### src/hdl/maop_pkg.sv
`timescale 1ns / 1ps

package maop_pkg;

	// Field widths
	localparam int TS_W    = 32;
	localparam int LVL_W   = 10;
	localparam int VAL_W   = 11;
	localparam int ANG_W   = 8;
	localparam int CFG_W   = 32;
	localparam int IDX_W   = 3;

	// Divider geometry: |90 * (wr - wl)| <= 92070 fits 17 bits, den <= 3072 fits 12
	localparam int DVD_W     = 17;
	localparam int DEN_W     = 12;
	localparam int DIV_STEPS = DVD_W;
	localparam int CNT_W     = $clog2(DIV_STEPS);

	// Register indexes
	localparam logic [IDX_W-1:0] REG_ACTIVE    = 3'd0;
	localparam logic [IDX_W-1:0] REG_PERIOD    = 3'd1;
	localparam logic [IDX_W-1:0] REG_THR_FRONT = 3'd2;
	localparam logic [IDX_W-1:0] REG_THR_LEFT  = 3'd3;
	localparam logic [IDX_W-1:0] REG_THR_RIGHT = 3'd4;

	// Result selection: one code per mic, then the orientation word
	localparam logic [1:0] SEL_FRONT  = 2'd0;
	localparam logic [1:0] SEL_LEFT   = 2'd1;
	localparam logic [1:0] SEL_RIGHT  = 2'd2;
	localparam logic [1:0] SEL_ORIENT = 2'd3;

	// Result kinds
	localparam logic KIND_ALERT  = 1'b0;
	localparam logic KIND_ORIENT = 1'b1;

	// Controller to datapath
	typedef struct packed {
		logic       capture;
		logic       start;
		logic       div_step;
		logic       smooth;
		logic       load_out;
		logic [1:0] out_sel;
	} cmd_t;

	// Datapath to controller
	typedef struct packed {
		logic       go;
		logic [2:0] alert;
		logic       slot_free;
	} sts_t;

endpackage

### src/hdl/maop_dp.sv
`timescale 1ns / 1ps

module maop_dp (
	input  logic                               clk,
	input  logic                               arst_n,
	input  maop_pkg::cmd_t                     cmd,
	output maop_pkg::sts_t                     sts,
	input  logic                               cfg_wr_en,
	input  logic [maop_pkg::IDX_W-1:0]         cfg_index,
	input  logic [maop_pkg::CFG_W-1:0]         cfg_data,
	input  logic [maop_pkg::TS_W-1:0]          now_ms,
	input  logic [maop_pkg::LVL_W-1:0]         peak_front,
	input  logic [maop_pkg::LVL_W-1:0]         peak_left,
	input  logic [maop_pkg::LVL_W-1:0]         peak_right,
	input  logic [maop_pkg::LVL_W-1:0]         level_front,
	input  logic [maop_pkg::LVL_W-1:0]         level_left,
	input  logic [maop_pkg::LVL_W-1:0]         level_right,
	input  logic                               out_stall,
	output logic                               out_valid,
	output logic                               kind,
	output logic [1:0]                         mic_index,
	output logic signed [maop_pkg::VAL_W-1:0]  value,
	output logic                               last_of_run
);

	// Configuration registers
	logic                          active_q;
	logic [maop_pkg::TS_W-1:0]     period_q;
	logic [maop_pkg::LVL_W-1:0]    thr_front_q;
	logic [maop_pkg::LVL_W-1:0]    thr_left_q;
	logic [maop_pkg::LVL_W-1:0]    thr_right_q;

	// Captured poll
	logic [maop_pkg::TS_W-1:0]     now_q;
	logic [maop_pkg::LVL_W-1:0]    peak_front_q;
	logic [maop_pkg::LVL_W-1:0]    peak_left_q;
	logic [maop_pkg::LVL_W-1:0]    peak_right_q;
	logic [maop_pkg::LVL_W-1:0]    level_front_q;
	logic [maop_pkg::LVL_W-1:0]    level_left_q;
	logic [maop_pkg::LVL_W-1:0]    level_right_q;

	// Block state
	logic [maop_pkg::TS_W-1:0]     last_pub_q;
	logic signed [maop_pkg::ANG_W-1:0] smooth_q;

	// Divider
	logic [maop_pkg::DVD_W-1:0]    dvd_q;
	logic [maop_pkg::DVD_W-1:0]    quo_q;
	logic [maop_pkg::DEN_W-1:0]    rem_q;
	logic [maop_pkg::DEN_W-1:0]    den_q;
	logic                          neg_q;

	// Output word register
	logic                          out_valid_q;
	logic                          kind_q;
	logic [1:0]                    mic_q;
	logic signed [maop_pkg::VAL_W-1:0] value_q;
	logic                          last_q;

	logic [maop_pkg::TS_W-1:0]     elapsed;
	logic signed [maop_pkg::LVL_W:0]   diff;
	logic signed [maop_pkg::DVD_W:0]   num;
	logic [maop_pkg::DVD_W:0]          num_mag;
	logic [maop_pkg::DEN_W-1:0]        den;
	logic [maop_pkg::DEN_W:0]          rem_sh;
	logic                              ge;
	logic signed [maop_pkg::ANG_W-1:0] ang;
	logic signed [9:0]                 t;
	logic [9:0]                        t_mag;
	logic [6:0]                        t_q;
	logic signed [maop_pkg::ANG_W-1:0] sm;

	function automatic logic signed [maop_pkg::VAL_W-1:0] sm_out_ext(
		input logic signed [maop_pkg::ANG_W-1:0] a
	);
		return maop_pkg::VAL_W'(a);
	endfunction

	// Status toward the controller
	assign elapsed       = now_q - last_pub_q;
	assign sts.go        = active_q && (elapsed >= period_q);
	assign sts.alert[0]  = peak_front_q > thr_front_q;
	assign sts.alert[1]  = peak_left_q  > thr_left_q;
	assign sts.alert[2]  = peak_right_q > thr_right_q;
	assign sts.slot_free = !out_valid_q || !out_stall;

	// Weighted mean numerator and denominator; the +1 of each weight cancels in the difference
	assign diff    = $signed({1'b0, level_right_q}) - $signed({1'b0, level_left_q});
	assign num     = (maop_pkg::DVD_W + 1)'(diff * 18'sd90);
	assign num_mag = num[maop_pkg::DVD_W] ? (maop_pkg::DVD_W + 1)'(-num)
	                                      : (maop_pkg::DVD_W + 1)'(num);
	assign den     = maop_pkg::DEN_W'(level_front_q) + maop_pkg::DEN_W'(level_left_q)
	               + maop_pkg::DEN_W'(level_right_q) + maop_pkg::DEN_W'(3);

	// One restoring step
	assign rem_sh = {rem_q, dvd_q[maop_pkg::DVD_W-1]};
	assign ge     = rem_sh >= {1'b0, den_q};

	// Smoothing: (3*last + angle) / 4, truncated toward zero
	assign ang   = neg_q ? -$signed({1'b0, quo_q[6:0]}) : $signed({1'b0, quo_q[6:0]});
	assign t     = ($signed(10'(smooth_q)) <<< 1) + $signed(10'(smooth_q)) + $signed(10'(ang));
	assign t_mag = t[9] ? 10'(-t) : 10'(t);
	assign t_q   = t_mag[8:2];
	assign sm    = t[9] ? -$signed({1'b0, t_q}) : $signed({1'b0, t_q});

	// Configuration writes
	always_ff @(posedge clk or negedge arst_n) begin
		if (!arst_n) begin
			active_q    <= 1'b1;
			period_q    <= 32'd100;
			thr_front_q <= 10'd512;
			thr_left_q  <= 10'd512;
			thr_right_q <= 10'd512;
		end else if (cfg_wr_en) begin
			unique case (cfg_index)
				maop_pkg::REG_ACTIVE:    active_q    <= cfg_data[0];
				maop_pkg::REG_PERIOD:    period_q    <= cfg_data;
				maop_pkg::REG_THR_FRONT: thr_front_q <= cfg_data[maop_pkg::LVL_W-1:0];
				maop_pkg::REG_THR_LEFT:  thr_left_q  <= cfg_data[maop_pkg::LVL_W-1:0];
				maop_pkg::REG_THR_RIGHT: thr_right_q <= cfg_data[maop_pkg::LVL_W-1:0];
				default: ;
			endcase
		end
	end

	// Poll capture
	always_ff @(posedge clk) begin
		if (cmd.capture) begin
			now_q         <= now_ms;
			peak_front_q  <= peak_front;
			peak_left_q   <= peak_left;
			peak_right_q  <= peak_right;
			level_front_q <= level_front;
			level_left_q  <= level_left;
			level_right_q <= level_right;
		end
	end

	// Publish timestamp and smoothed angle
	always_ff @(posedge clk or negedge arst_n) begin
		if (!arst_n) begin
			last_pub_q <= '0;
			smooth_q   <= '0;
		end else begin
			if (cmd.start)
				last_pub_q <= now_q;
			if (cmd.smooth)
				smooth_q <= sm;
		end
	end

	// Divider registers
	always_ff @(posedge clk) begin
		if (cmd.start) begin
			dvd_q <= num_mag[maop_pkg::DVD_W-1:0];
			den_q <= den;
			neg_q <= num[maop_pkg::DVD_W];
			rem_q <= '0;
			quo_q <= '0;
		end else if (cmd.div_step) begin
			dvd_q <= {dvd_q[maop_pkg::DVD_W-2:0], 1'b0};
			quo_q <= {quo_q[maop_pkg::DVD_W-2:0], ge};
			rem_q <= ge ? maop_pkg::DEN_W'(rem_sh - {1'b0, den_q})
			            : rem_sh[maop_pkg::DEN_W-1:0];
		end
	end

	// Output word register
	always_ff @(posedge clk or negedge arst_n) begin
		if (!arst_n)
			out_valid_q <= 1'b0;
		else if (cmd.load_out)
			out_valid_q <= 1'b1;
		else if (!out_stall)
			out_valid_q <= 1'b0;
	end

	always_ff @(posedge clk) begin
		if (cmd.load_out) begin
			mic_q <= cmd.out_sel;
			last_q <= 1'b0;
			kind_q <= maop_pkg::KIND_ALERT;
			case (cmd.out_sel)
				maop_pkg::SEL_FRONT: value_q <= $signed({1'b0, peak_front_q});
				maop_pkg::SEL_LEFT:  value_q <= $signed({1'b0, peak_left_q});
				maop_pkg::SEL_RIGHT: value_q <= $signed({1'b0, peak_right_q});
				default: begin
					mic_q   <= maop_pkg::SEL_FRONT;
					kind_q  <= maop_pkg::KIND_ORIENT;
					last_q  <= 1'b1;
					value_q <= maop_pkg::VAL_W'(sm_out_ext(smooth_q));
				end
			endcase
		end
	end

	assign out_valid   = out_valid_q;
	assign kind        = kind_q;
	assign mic_index   = mic_q;
	assign value       = value_q;
	assign last_of_run = last_q;

	// Quotient of the angle division never exceeds 90 degrees
	a_quo_range: assert property (@(posedge clk) disable iff (!arst_n)
		cmd.smooth |-> quo_q <= maop_pkg::DVD_W'(90))
		else $error("angle quotient out of range");

	// Smoothed angle stays within -90..90
	a_sm_range: assert property (@(posedge clk) disable iff (!arst_n)
		(smooth_q >= -8'sd90) && (smooth_q <= 8'sd90))
		else $error("smoothed angle out of range");

	// A word is never loaded over one that is stalled
	a_no_overwrite: assert property (@(posedge clk) disable iff (!arst_n)
		cmd.load_out |-> sts.slot_free)
		else $error("output word overwritten");

endmodule

### src/hdl/maop_ctrl.sv
`timescale 1ns / 1ps

module maop_ctrl (
	input  logic            clk,
	input  logic            arst_n,
	input  logic            in_valid,
	output logic            in_stall,
	input  maop_pkg::sts_t  sts,
	output maop_pkg::cmd_t  cmd
);

	localparam logic [2:0] S_IDLE   = 3'd0;
	localparam logic [2:0] S_CHECK  = 3'd1;
	localparam logic [2:0] S_DIV    = 3'd2;
	localparam logic [2:0] S_SMOOTH = 3'd3;
	localparam logic [2:0] S_EMIT   = 3'd4;

	logic [2:0]                 state_q, state_d;
	logic [maop_pkg::CNT_W-1:0] cnt_q, cnt_d;
	logic [1:0]                 sel_q, sel_d;

	assign in_stall = (state_q != S_IDLE);

	// Next state and commands
	always_comb begin
		state_d     = state_q;
		cnt_d       = cnt_q;
		sel_d       = sel_q;
		cmd         = '0;
		cmd.out_sel = sel_q;
		unique case (state_q)
			S_IDLE: begin
				if (in_valid) begin
					cmd.capture = 1'b1;
					state_d     = S_CHECK;
				end
			end
			S_CHECK: begin
				if (sts.go) begin
					cmd.start = 1'b1;
					cnt_d     = '0;
					state_d   = S_DIV;
				end else begin
					state_d = S_IDLE;
				end
			end
			S_DIV: begin
				cmd.div_step = 1'b1;
				if (cnt_q == maop_pkg::CNT_W'(maop_pkg::DIV_STEPS - 1))
					state_d = S_SMOOTH;
				else
					cnt_d = cnt_q + 1'b1;
			end
			S_SMOOTH: begin
				cmd.smooth = 1'b1;
				sel_d      = maop_pkg::SEL_FRONT;
				state_d    = S_EMIT;
			end
			S_EMIT: begin
				if (sel_q == maop_pkg::SEL_ORIENT) begin
					if (sts.slot_free) begin
						cmd.load_out = 1'b1;
						state_d      = S_IDLE;
					end
				end else if (!sts.alert[sel_q]) begin
					// mic below threshold: skip it
					sel_d = sel_q + 2'd1;
				end else if (sts.slot_free) begin
					cmd.load_out = 1'b1;
					sel_d        = sel_q + 2'd1;
				end
			end
			default: state_d = S_IDLE;
		endcase
	end

	always_ff @(posedge clk or negedge arst_n) begin
		if (!arst_n) begin
			state_q <= S_IDLE;
			cnt_q   <= '0;
			sel_q   <= maop_pkg::SEL_FRONT;
		end else begin
			state_q <= state_d;
			cnt_q   <= cnt_d;
			sel_q   <= sel_d;
		end
	end

	// The orientation word closes the round
	a_orient_ends: assert property (@(posedge clk) disable iff (!arst_n)
		(cmd.load_out && (cmd.out_sel == maop_pkg::SEL_ORIENT)) |=> state_q == S_IDLE)
		else $error("round did not end after orientation word");

	// Divider step count stays in range
	a_cnt_range: assert property (@(posedge clk) disable iff (!arst_n)
		(state_q == S_DIV) |-> cnt_q < maop_pkg::CNT_W'(maop_pkg::DIV_STEPS))
		else $error("divider step count out of range");

	// A new poll is captured only from idle
	a_capture_idle: assert property (@(posedge clk) disable iff (!arst_n)
		cmd.capture |=> state_q == S_CHECK)
		else $error("capture outside idle");

endmodule

### src/hdl/mic_alert_orientation_publisher_top.sv
`timescale 1ns / 1ps

// Microphone alert and orientation publisher.
// Input channel (in_valid / in_stall): one poll word per transfer, carrying a
// millisecond timestamp and the peak and RMS levels of the front, left and
// right mics. Output channel (out_valid / out_stall): result words, alerts
// first (front, left, right, only those above threshold), then one
// orientation word with last_of_run set.
// A poll is taken only while the controller is idle. A poll that does not
// publish (block inactive or period not yet elapsed) returns to idle from the
// check state. A publishing poll passes the check state, the serial angle
// divider (one quotient bit per cycle), the smoothing state and the steps
// through the three mics and the orientation word (one per cycle, alerting or
// not; a word waits while the output register holds a stalled one).
// Results leave through one output register; while the receiver stalls, the
// register holds its word and the controller waits before loading the next.
// A new poll can be accepted while the last word of a round still waits.
// Configuration writes (cfg_wr_en, cfg_index, cfg_data) take effect at once.
// Reset: active = 1, period = 100 ms, thresholds = 512, last publish time
// and smoothed angle cleared, no word pending.

module mic_alert_orientation_publisher_top (
	input  logic                               clk,
	input  logic                               arst_n,
	input  logic                               cfg_wr_en,
	input  logic [maop_pkg::IDX_W-1:0]         cfg_index,
	input  logic [maop_pkg::CFG_W-1:0]         cfg_data,
	input  logic                               in_valid,
	output logic                               in_stall,
	input  logic [maop_pkg::TS_W-1:0]          now_ms,
	input  logic [maop_pkg::LVL_W-1:0]         peak_front,
	input  logic [maop_pkg::LVL_W-1:0]         peak_left,
	input  logic [maop_pkg::LVL_W-1:0]         peak_right,
	input  logic [maop_pkg::LVL_W-1:0]         level_front,
	input  logic [maop_pkg::LVL_W-1:0]         level_left,
	input  logic [maop_pkg::LVL_W-1:0]         level_right,
	output logic                               out_valid,
	input  logic                               out_stall,
	output logic                               kind,
	output logic [1:0]                         mic_index,
	output logic signed [maop_pkg::VAL_W-1:0]  value,
	output logic                               last_of_run
);

	maop_pkg::cmd_t cmd;
	maop_pkg::sts_t sts;

	maop_ctrl u_ctrl (
		.clk      (clk),
		.arst_n   (arst_n),
		.in_valid (in_valid),
		.in_stall (in_stall),
		.sts      (sts),
		.cmd      (cmd)
	);

	maop_dp u_dp (
		.clk         (clk),
		.arst_n      (arst_n),
		.cmd         (cmd),
		.sts         (sts),
		.cfg_wr_en   (cfg_wr_en),
		.cfg_index   (cfg_index),
		.cfg_data    (cfg_data),
		.now_ms      (now_ms),
		.peak_front  (peak_front),
		.peak_left   (peak_left),
		.peak_right  (peak_right),
		.level_front (level_front),
		.level_left  (level_left),
		.level_right (level_right),
		.out_stall   (out_stall),
		.out_valid   (out_valid),
		.kind        (kind),
		.mic_index   (mic_index),
		.value       (value),
		.last_of_run (last_of_run)
	);

endmodule

### config.mk
export PLATFORM = sky130hd
export DESIGN_NAME = mic_alert_orientation_publisher_top
export DESIGN_NICKNAME = d
export VERILOG_FILES = /design/src/hdl/maop_pkg.sv /design/src/hdl/maop_dp.sv /design/src/hdl/maop_ctrl.sv /design/src/hdl/mic_alert_orientation_publisher_top.sv
export SDC_FILE = /design/constraint.sdc
export NUM_CORES = 1
export LEC_CHECK = 0
export BUFFER_PORTS_ARGS = -buffer_cell sky130_fd_sc_hd__buf_2
export CORE_UTILIZATION = 43
export CTS_BUF_LIST = sky130_fd_sc_hd__clkbuf_4 sky130_fd_sc_hd__clkbuf_8 sky130_fd_sc_hd__clkbuf_16
export DETAILED_ROUTE_END_ITERATION = 7
export PLACE_DENSITY_LB_ADDON = 0.25
export SLEW_MARGIN = 5
export SYNTH_ARGS = -nofsm -noshare
export SYNTH_HDL_FRONTEND = slang
export SYNTH_SLANG_ARGS = --single-unit
### constraint.sdc
create_clock -name clk -period 5.8 [get_ports clk]
set_input_delay 0 -clock clk [delete_from_list [all_inputs] [get_ports clk]]
set_output_delay 0 -clock clk [all_outputs]
set_load 0.02 [all_outputs]
==> flow_summary_export.csv, run 1 <==
group,metric,value,unit
cts,cts_htree_levels,2,
synthesis,yosysMostFrequentCell,"inv_1",
place,dpl.cell_count,2389,
global_route,antenna_found_initial,0,
timing,finClkSkew,14.7,ps
global_route,top_usage_layer,"met2",
layout,fin_nets,2412,
worst_setup_path,r2r_start,"u_dp.level_right_q[0]",
detailed_routing,route.detailed.drc,0,
synthesis,synth_fp_nets,2066,
timing,rsz0062_at_grt,"true",
timing,tightest_slew,840,ps
synthesis,yosys_warnings,0,
synthesis,avgSynthCellArea,10.0,um2
timing,hold_ws,70.7,ps
floorplan,fp.dieW,201,um
synthesis,yosysSeqAreaShare,0.426,
global_route,grt_pass1_wl,64700,um
job,cap_violations,0,
layout,final_util,0.558,
place,dp_hpwl,28800,um
timing,post-route-period-util,0.989,
cts,cts_tree,"yes",
cts,cts_max_path_buffers,3,
worst_setup_path,reg2reg_depth,24,
cts,path_clk_slew,50,ps
cts,worstSkewPairLatency,540,ps
worst_setup_path,reg2reg_slack,60,ps
synthesis,netlist_area,0.0171,mm2
worst_hold_path,hold_class,"in2async",
global_route,use_met3,0.0295,
worst_setup_path,critPathCaptureType,"flop",
global_route,grt_start_max_net_pins,64,
floorplan,initial_core_util,0.440,
place,place.gp.congestion,0.926,
detailed_routing,postRouteAntennaNets,0,
synthesis,synthArstFlopShare,0.425,
synthesis,netlist_top_cells_area,"edfxtp_1, dfrtp_1, ha_1",
synthesis,syn_inst,1703,
place,io_buffers,148,
cts,cts_sinks,268,
timing,drv_slew,0,
cts,cts_inserted_buffers,34,
timing,fmax,174,MHz
layout,fin_area,0.0217,mm2
place,placed_area,0.0188,mm2
global_route,grt_pass1_vias,13300,
worst_setup_path,required,6080,ps
status,status,"finished clean",
detailed_routing,wirelength,40100,um
synthesis,synth_edf_count,135,
cts,root_buffer,"clkbuf_16",
detailed_routing,vias,13100,
global_route,grt.overflow.total,0,
global_route,track_usage,0.197,
synthesis,synth_cell_types,70,
layout,layout.cells.non_filler,2592,
floorplan,ios,149,
global_route,use_met1,0.245,
floorplan,rows,72,
floorplan,dieArea,0.0406,mm2
detailed_routing,wire_per_inst,15.5,um
detailed_routing,drtIter0Drc,619,
synthesis,synth_flop_cell,"edfxtp_1",
detailed_routing,viasPerCell,5.07,
floorplan,die_h,201,um
worst_setup_path,worst_ep_arrival_time,6020,ps
layout,drive_above_1_share,0.179,
floorplan,coreArea,0.0389,mm2
timing,setup_viol,0,
layout,syn_to_final_growth,27.0,%
detailed_routing,dr.pass1.iters,5,
worst_setup_path,startpoint_type,"flop",
synthesis,synth_seq_cells,268,
timing,min_period,5740,ps
global_route,grt_util_met2,0.344,
synthesis,synth_top_cells_by_count,"inv_1, ha_1, nand2_1",
worst_setup_path,path_max_fanout,3,
synthesis,yosys.area.top_type,"edfxtp_1",
timing,maxSlewHeadroom,0.440,
layout,antennaDiodeCount,0,
synthesis,yosysTopAreaCellShare,0.237,
worst_setup_path,critPathKind,"reg2reg",
worst_setup_path,rr_endpoint,"u_dp.dvd_q[16]",
timing,hold_violations,0,
what timing repair did:
item | in CTS | in global routing
hold buffers | 131 | 0
setup endpoints to repair | 15 | 77
endpoints found under the hold margin | 234 | 0
pin swaps | 22 | 48
buffers inserted | 7 | 4
gates resized for setup | 30 | 44
final cells by class:
| type | instances | area (um2) |
|---|---|---|
| well taps | 518 | 648 |
| clock inverters | 12 | 87.6 |
| inverters | 228 | 857 |
| clock buffers | 49 | 993 |
| fillers | 3409 | 17200 |
| multi-input cells | 1166 | 9220 |
| repair buffers | 351 | 2640 |
| flip-flops and latches | 268 | 7300 |
worst max path at each step:
stage,from,end,slack (ps)
after floorplan,u_dp.level_left_q[1],u_dp.dvd_q[16],8
after global routing,u_dp.level_right_q[0],u_dp.dvd_q[16],-180
after detailed placement,u_dp.level_right_q[0],u_dp.dvd_q[16],-350
after CTS,u_dp.level_right_q[1],u_dp.dvd_q[16],5
after global placement,u_dp.level_right_q[0],u_dp.dvd_q[16],-170
final,u_dp.level_right_q[0],u_dp.dvd_q[16],60
sequential cells by signal, summed over array words and instances (netlist names), 5 cells and up:
name / cells
u_dp.peak_right_q: 10
u_dp.level_left_q: 10
u_dp.quo_q: 7
u_dp.rem_q: 12
u_dp.den_q: 12
u_dp.level_front_q: 10
u_dp.peak_front_q: 10
u_dp.dvd_q: 16
u_dp.smooth_q: 8
u_dp.last_pub_q: 32
u_dp.thr_right_q: 10
u_dp.peak_left_q: 10
u_dp.level_right_q: 10
u_ctrl.cnt_q: 5
u_dp.period_q: 32
u_dp.now_q: 32
u_dp.thr_front_q: 10
u_dp.thr_left_q: 10
u_dp.value: 11
critical path, cell delays in order, from the launching register on:
cell,delay (ps)
edfxtp_1,370
inv_2,90
ha_4,140
inv_2,30
fa_2,380
a211oi_4,320
o21ai_1,130
a21oi_2,220
xnor2_2,100
buf_4,150
ha_4,270
ha_4,190
fa_1,530
inv_1,50
fa_1,490
inv_1,40
ha_1,290
nor2b_2,160
or4_4,430
o21ai_4,140
o31a_1,170
xor2_2,240
buf_4,160
nor4_1,40
or3b_1,360
cells by family after synthesis:
| kind of cell | after synthesis | synth area share |
|---|---|---|
| AOI/OAI and AO/OA | 405 | 0.148 |
| and+or+nand+nor | 397 | 0.111 |
| buffers and inverters | 269 | 0.0602 |
| DFF | 268 | 0.426 |
| adders and majority gates | 231 | 0.182 |
| xor gates and xnor gates | 92 | 0.0471 |
| muxes | 41 | 0.0252 |
stage by stage:
stage	worst slack, ps	setup TNS [ps]
after floorplan	7.54	0
after global placement	-168	-689
after detailed placement	-346	-2710
after CTS	5.46	0
after global routing	-184	-1060
final	63.9	0
cells in the final DEF (no fill, tap or decap), types with 24 or more instances in the layout:
master,instances
buf_4,67
nor2_1,70
mux2i_1,25
dlygate4sd3_1,131
nand3_1,36
xor2_1,33
fa_1,30
inv_1,220
ha_1,180
edfxtp_1,135
a21o_1,48
o21ai_0,142
buf_2,147
nand2_1,149
a21oi_1,71
nor3_1,24
clkbuf_16,35
dfrtp_1,107
xnor2_1,55
layer usage:
layer	vias to the layer above	wire [um]
met5	-	0
met4	0	1270
met3	76	1410
met2	227	19500
met1	6173	17900
li1	6662	-
Power of run 1 is not shown: default switching activity piles up to over one toggle a cycle in this logic, so the estimate is an artifact.
==> inputs of run 2 (changes only) <==
--- a/config.mk
+++ b/config.mk
@@ -6,7 +6,7 @@
 export NUM_CORES = 1
 export LEC_CHECK = 0
 export BUFFER_PORTS_ARGS = -buffer_cell sky130_fd_sc_hd__buf_2
-export CORE_UTILIZATION = 43
+export CORE_UTILIZATION = 50
 export CTS_BUF_LIST = sky130_fd_sc_hd__clkbuf_4 sky130_fd_sc_hd__clkbuf_8 sky130_fd_sc_hd__clkbuf_16
 export DETAILED_ROUTE_END_ITERATION = 7
 export PLACE_DENSITY_LB_ADDON = 0.25
==> run 2 against run 1 <==
  * The run now ends with setup timing left
  * First-iteration DRC count is 13% higher
  * Critical endpoint unchanged
  * Worst setup slack lost 110 ps
  * Routed wire length about the same
  * Via count up 3.1%
  * Cell count down 2.6%
  * Non-clock buffer count is 5 higher
  * Maximum frequency down 1.8%
  * Sequential cell count unchanged
  * Register-to-register slack worse by 110 ps
==> flow_summary_export.csv, run 2 (synthesis results as in run 1) <==
group,metric,value,unit
layout,drive_above_1_share,0.174,
timing,min_period,5840,ps
cts,cts_inserted_buffers,31,
timing,drv_slew,0,
place,place_worst_setup_slack,-245,ps
worst_setup_path,critPathKind,"reg2reg",
detailed_routing,route.detailed.drc,0,
cts,cts_tree,"yes",
cts,cts_max_path_buffers,3,
cts,cts_sinks,268,
global_route,track_usage,0.229,
timing,post-route-period-util,1.01,
global_route,grt_start_max_net_pins,76,
status,status,"finished with violations",
timing,tightest_slew,1220,ps
worst_hold_path,hold_class,"in2reg",
floorplan,dieArea,0.0350,mm2
global_route,grt_pass1_wl,65500,um
worst_setup_path,reg2reg_slack,-40,ps
layout,top_regs,"u_dp.last_pub_q (32), u_dp.now_q (32), u_dp.period_q (32)",
timing,fmax,171,MHz
layout,fin_area,0.0217,mm2
layout,mostFrequentLayoutCells,"inv_1, ha_1, nand2_1",
place,io_buffers,148,
cts,worstSkewPairLatency,600,ps
timing,rsz0062_at_grt,"true",
worst_setup_path,startpoint_type,"flop",
status,violations,"setup timing",
timing,finClkSkew,19.9,ps
detailed_routing,wire_per_inst,15.9,um
floorplan,fp.dieW,187,um
floorplan,rows,67,
worst_setup_path,required,6140,ps
timing,maxSlewHeadroom,0.186,
layout,fin_nets,2414,
global_route,antenna_found_initial,2,
detailed_routing,drtIter0Drc,702,
detailed_routing,postRouteAntennaNets,0,
layout,regArea,0.00730,mm2
worst_setup_path,cp-startpoint,"u_dp.level_right_q[0]",
worst_setup_path,critPathCaptureType,"flop",
global_route,grt_pass1_vias,13900,
layout,mostFrequentLayoutCell,"inv_1",
place,placed_area,0.0187,mm2
floorplan,initial_core_util,0.509,
layout,filler_cell_count,2585,
detailed_routing,viasPerCell,5.36,
worst_setup_path,critPathCapture,"u_dp.dvd_q[16]",
worst_setup_path,rr_endpoint,"u_dp.dvd_q[16]",
floorplan,die_h,187,um
detailed_routing,wirelength,40100,um
layout,multi_input_area,0.00911,mm2
floorplan,coreArea,0.0336,mm2
timing,finalWorstSetupSlack,-42.0,ps
layout,syn_to_final_growth,26.6,%
detailed_routing,vias,13500,
place,place.gp.congestion,0.909,
cts,root_buffer,"clkbuf_16",
worst_setup_path,path_max_fanout,5,
global_route,grt.overflow.total,0,
worst_setup_path,r2r_start,"u_dp.level_right_q[0]",
job,cap_violations,0,
timing,hold_ws,113,ps
place,dp_hpwl,27800,um
timing,setup_viol,2,
detailed_routing,dr.pass1.iters,5,
timing,hold_violations,0,
worst_setup_path,worst_ep_arrival_time,6180,ps
worst_setup_path,reg2reg_depth,25,
floorplan,ios,149,
cts,path_clk_slew,60,ps
cts,cts_htree_levels,1,
## run 2: cell types whose count changed in the layout (fill, tap and decap cells not counted), sizes merged
| cell | previous run | this run |
|---|---|---|
| clkinvlp | 1 | 3 |
| clkbuf | 49 | 33 |
| dlygate4sd3 | 131 | 136 |
| inv | 230 | 231 |
| bufinv | 0 | 8 |
| diode | 0 | 1 |
| clkinv | 9 | 11 |
## run 2: per-layer routing
metal	part of all wire	GRT usage	routed length, um
met3	0.047	0.0308	1880
met5	0	0	0
met1	0.42	0.278	16800
met2	0.50	0.408	19900
met4	0.038	0.0908	1510
## run 2: final cells by class
class                   instances  area share
repair buffers                356       0.124
clock buffers                  33      0.0365
clock inverters                25      0.0166
multi-input cells            1166       0.420
inverters                     228      0.0395
well taps                     448      0.0259
flip-flops and latches        268       0.337
diodes                          1    0.000116
## run 2: worst min-delay path by stage
stage | slack, ps | end | cells past startpoint | startpoint
floorplan | -300 | u_ctrl.cnt_q[0] | 0 | arst_n
detailed placement | 20 | u_dp.thr_right_q[7] | 1 | arst_n
CTS | 80 | u_dp.now_q[16] | 2 | now_ms[16]
global route | 100 | u_dp.now_q[10] | 2 | now_ms[10]
global placement | 20 | u_dp.thr_right_q[7] | 1 | arst_n
finish | 110 | u_dp.now_q[8] | 2 | now_ms[8]
## run 2: repair_timing
item | in CTS | in global routing
endpoints found under the setup margin | 15 | 99
gates resized for setup | 23 | 37
hold endpoints to repair | 213 | 0
pin swaps | 14 | 29
hold buffers | 137 | 0
buffers inserted | 8 | 5
## run 2: worst max-delay path, cell delays in order (launching register included)
cell      delay (ps)
edfxtp_1         370
inv_2             90
ha_4             130
inv_1             50
fa_2             420
a211oi_4         270
o21ai_1          130
a21oi_2          220
buf_4            140
o21bai_1          60
a21oi_2          220
ha_4             240
ha_1             300
fa_1             540
inv_1             50
fa_1             490
inv_1             70
ha_4             310
o21ai_0          110
nand2b_1         170
o21ai_4           80
o31a_1           280
xor2_2           210
buf_4            150
o211ai_1         150
or3b_1           350
## run 2: per-stage QoR
stage	utilization	setup TNS (ps)	std cells
final	0.645	-76.5	2525
after global routing	0.645	-2990	2525
after CTS	0.638	0	2519
after detailed placement	0.557	-2350	2316
after global placement	0.557	-177	2316
after floorplan	-	0	1703
Power of run 2 is left out for the same reason.
==> inputs of run 3 (changes only) <==
--- a/config.mk
+++ b/config.mk
@@ -5,6 +5,7 @@
 export SDC_FILE = /design/constraint.sdc
 export NUM_CORES = 1
 export LEC_CHECK = 0
+export ABC_AREA = 1
 export BUFFER_PORTS_ARGS = -buffer_cell sky130_fd_sc_hd__buf_2
 export CORE_UTILIZATION = 50
 export CTS_BUF_LIST = sky130_fd_sc_hd__clkbuf_4 sky130_fd_sc_hd__clkbuf_8 sky130_fd_sc_hd__clkbuf_16
==> run 3 against run 2 <==
  * Design area rose by 1.1%
  * Die area rose by 6.7%
  * Synthesized cell count rose by 30%
  * Critical endpoint unchanged
  * Global-route usage rose by 0.78 points
  * First-iteration DRC count rose by 35%
  * Synthesized area rose by 6.7%
  * Via count rose by 14%
  * The flow finishes with violations (DRC)
  * Non-clock buffer count fell by 58
==> flow_summary_export.csv, run 3 <==
group,metric,value,unit
global_route,track_usage,0.236,
synthesis,synth_flop_cell,"edfxtp_1",
detailed_routing,viasPerCell,5.19,
timing,finClkSkew,22.8,ps
worst_setup_path,required,6120,ps
worst_setup_path,critPathCaptureType,"flop",
worst_setup_path,cp.buffers_inverters,6,
worst_setup_path,cp_slowest_cell,"fa_1",
synthesis,yosys_warnings,0,
global_route,grt_start_max_net_pins,82,
worst_hold_path,hold_class,"in2reg",
timing,hold_ws,132,ps
status,violations,"DRC",
worst_setup_path,startpoint_type,"flop",
cts,worstSkewPairLatency,570,ps
synthesis,synth_fp_nets,2570,
place,place.gp.congestion,0.921,
synthesis,synth_cell_types,49,
timing,fin_tns_setup,0,ps
timing,fmax,183,MHz
worst_setup_path,worst_ep_arrival_time,5790,ps
global_route,grt.overflow.total,0,
layout,drive_above_1_share,0.102,
worst_setup_path,reg2reg_slack,330,ps
floorplan,ios,149,
synthesis,avgSynthCellArea,8.28,um2
worst_setup_path,path_max_fanout,6,
cts,cts_inserted_buffers,30,
layout,antennaDiodeCount,0,
layout,regArea,0.00730,mm2
synthesis,synth_edf_count,135,
timing,finalWorstSetupSlack,332,ps
detailed_routing,wire_per_inst,14.6,um
detailed_routing,drtIter0Drc,945,
cts,root_buffer,"clkbuf_16",
place,placed_area,0.0195,mm2
timing,rsz0062_at_grt,"true",
layout,fin_nets,2861,
layout,multi_input_area,0.00936,mm2
global_route,grt_pass1_vias,15100,
cts,cts_sinks,268,
detailed_routing,route.detailed.drc,18,
timing,setup_viol,0,
timing,drv_slew,0,
detailed_routing,dr.pass1.iters,7,
layout,mostFrequentLayoutCell,"nand2_1",
timing,tightest_slew,1150,ps
worst_setup_path,cpPeakStageDelay,550,ps
synthesis,yosysTopAreaCellShare,0.222,
layout,top_regs,"u_dp.last_pub_q (32), u_dp.now_q (32), u_dp.period_q (32)",
layout,fin_area,0.0219,mm2
global_route,antenna_found_initial,0,
global_route,grt_pass1_wl,71000,um
synthesis,synth_top_cells_by_count,"nand2_1, inv_1, ha_1",
place,place_worst_setup_slack,239,ps
detailed_routing,postRouteAntennaNets,0,
floorplan,dieArea,0.0373,mm2
synthesis,yosysMostFrequentCell,"nand2_1",
worst_setup_path,crit_top_cell,"nand2_1",
timing,maxSlewHeadroom,0.226,
layout,syn_to_final_growth,19.9,%
place,io_buffers,148,
detailed_routing,wirelength,43700,um
synthesis,yosysSeqAreaShare,0.399,
cts,cts_htree_levels,1,
timing,min_period,5470,ps
floorplan,rows,69,
timing,hold_violations,0,
cts,path_clk_slew,70,ps
status,status,"finished with violations",
floorplan,coreArea,0.0357,mm2
synthesis,syn_inst,2207,
cts,cts_tree,"yes",
floorplan,die_h,193,um
floorplan,fp.dieW,193,um
job,cap_violations,0,
cts,cts_max_path_buffers,3,
detailed_routing,vias,15500,
timing,post-route-period-util,0.943,
layout,mostFrequentLayoutCells,"nand2_1, inv_1, ha_1",
synthesis,synthArstFlopShare,0.425,
floorplan,initial_core_util,0.511,
synthesis,yosys.area.top_type,"edfxtp_1",
worst_setup_path,crit_family,"adder cells",
worst_setup_path,critPathKind,"reg2reg",
synthesis,netlist_area,0.0183,mm2
synthesis,netlist_top_cells_area,"edfxtp_1, dfrtp_1, ha_1",
layout,filler_cell_count,3080,
place,dp_hpwl,32000,um
synthesis,synth_seq_cells,268,
## run 3: repair_timing
action,CTS,global route
endpoints found under the setup margin,0,15
setup buffers,0,4
gates resized for setup,0,12
hold buffers,133,0
endpoints found under the hold margin,216,0
## run 3: area by class of cell
type	instances	area share
inverters	393	0.0673
clock buffers	44	0.0407
well taps	461	0.0263
repair buffers	298	0.101
multi-input cells	1507	0.427
flip-flops and latches	268	0.333
clock inverters	12	0.00428
## run 3: worst register-to-register path: stages, from the launching register on
cell,delay [ps]
edfxtp_1,380
inv_1,100
ha_1,150
inv_1,90
fa_2,410
a31oi_2,240
xor2_1,170
inv_1,130
ha_1,320
ha_1,290
inv_1,60
fa_1,510
fa_1,550
inv_1,40
ha_1,360
nand2_1,90
nand2_1,60
nand2_1,70
nand3_1,180
xnor2_4,280
buf_4,150
nand4_1,70
nor2_1,130
nand3_1,120
nand2_1,90
nand2_1,50
nand3_1,80
nand2_1,50
## run 3: kinds of logic (layout without fill, tap and decap cells)
group	Yosys count	in the layout	share of synthesized area
xor gates and xnor gates	80	80	0.0388
DFF	268	268	0.399
buffers and inverters	432	747	0.0910
and+or+nand+nor	839	839	0.191
AOI/OAI and AO/OA	357	357	0.109
adders and majority gates	231	231	0.171
## run 3: metal layers
| layer | vias up | part of all wire | GRT usage |
|---|---|---|---|
| met5 | - | 0 | 0 |
| met4 | 0 | 0.028 | 0.0763 |
| met3 | 86 | 0.042 | 0.0279 |
| met2 | 383 | 0.47 | 0.400 |
| met1 | 7204 | 0.46 | 0.315 |
| li1 | 7813 | - | - |
## run 3: path summary, 6_finish.rpt
kind                                  startpoint  cells after the start                   to
max                        u_dp.level_right_q[0]                     27       u_dp.dvd_q[16]
min                                    cfg_wr_en                      3  u_dp.thr_right_q[9]
max reg2reg                u_dp.level_right_q[0]                     27       u_dp.dvd_q[16]
min reg2reg                   u_dp.thr_left_q[3]                      2   u_dp.thr_left_q[3]
max in group asynchronous                 arst_n                      4  u_dp.last_pub_q[17]
min in group asynchronous                 arst_n                      4  u_dp.thr_front_q[6]
## run 3: stage by stage
stage                     instances  utilization
after global routing           2983        0.613
final                          2983        0.613
after CTS                      2979        0.611
after floorplan                2207            -
after global placement         2790        0.546
after detailed placement       2790        0.546
Power of run 3 is left out for the same reason.
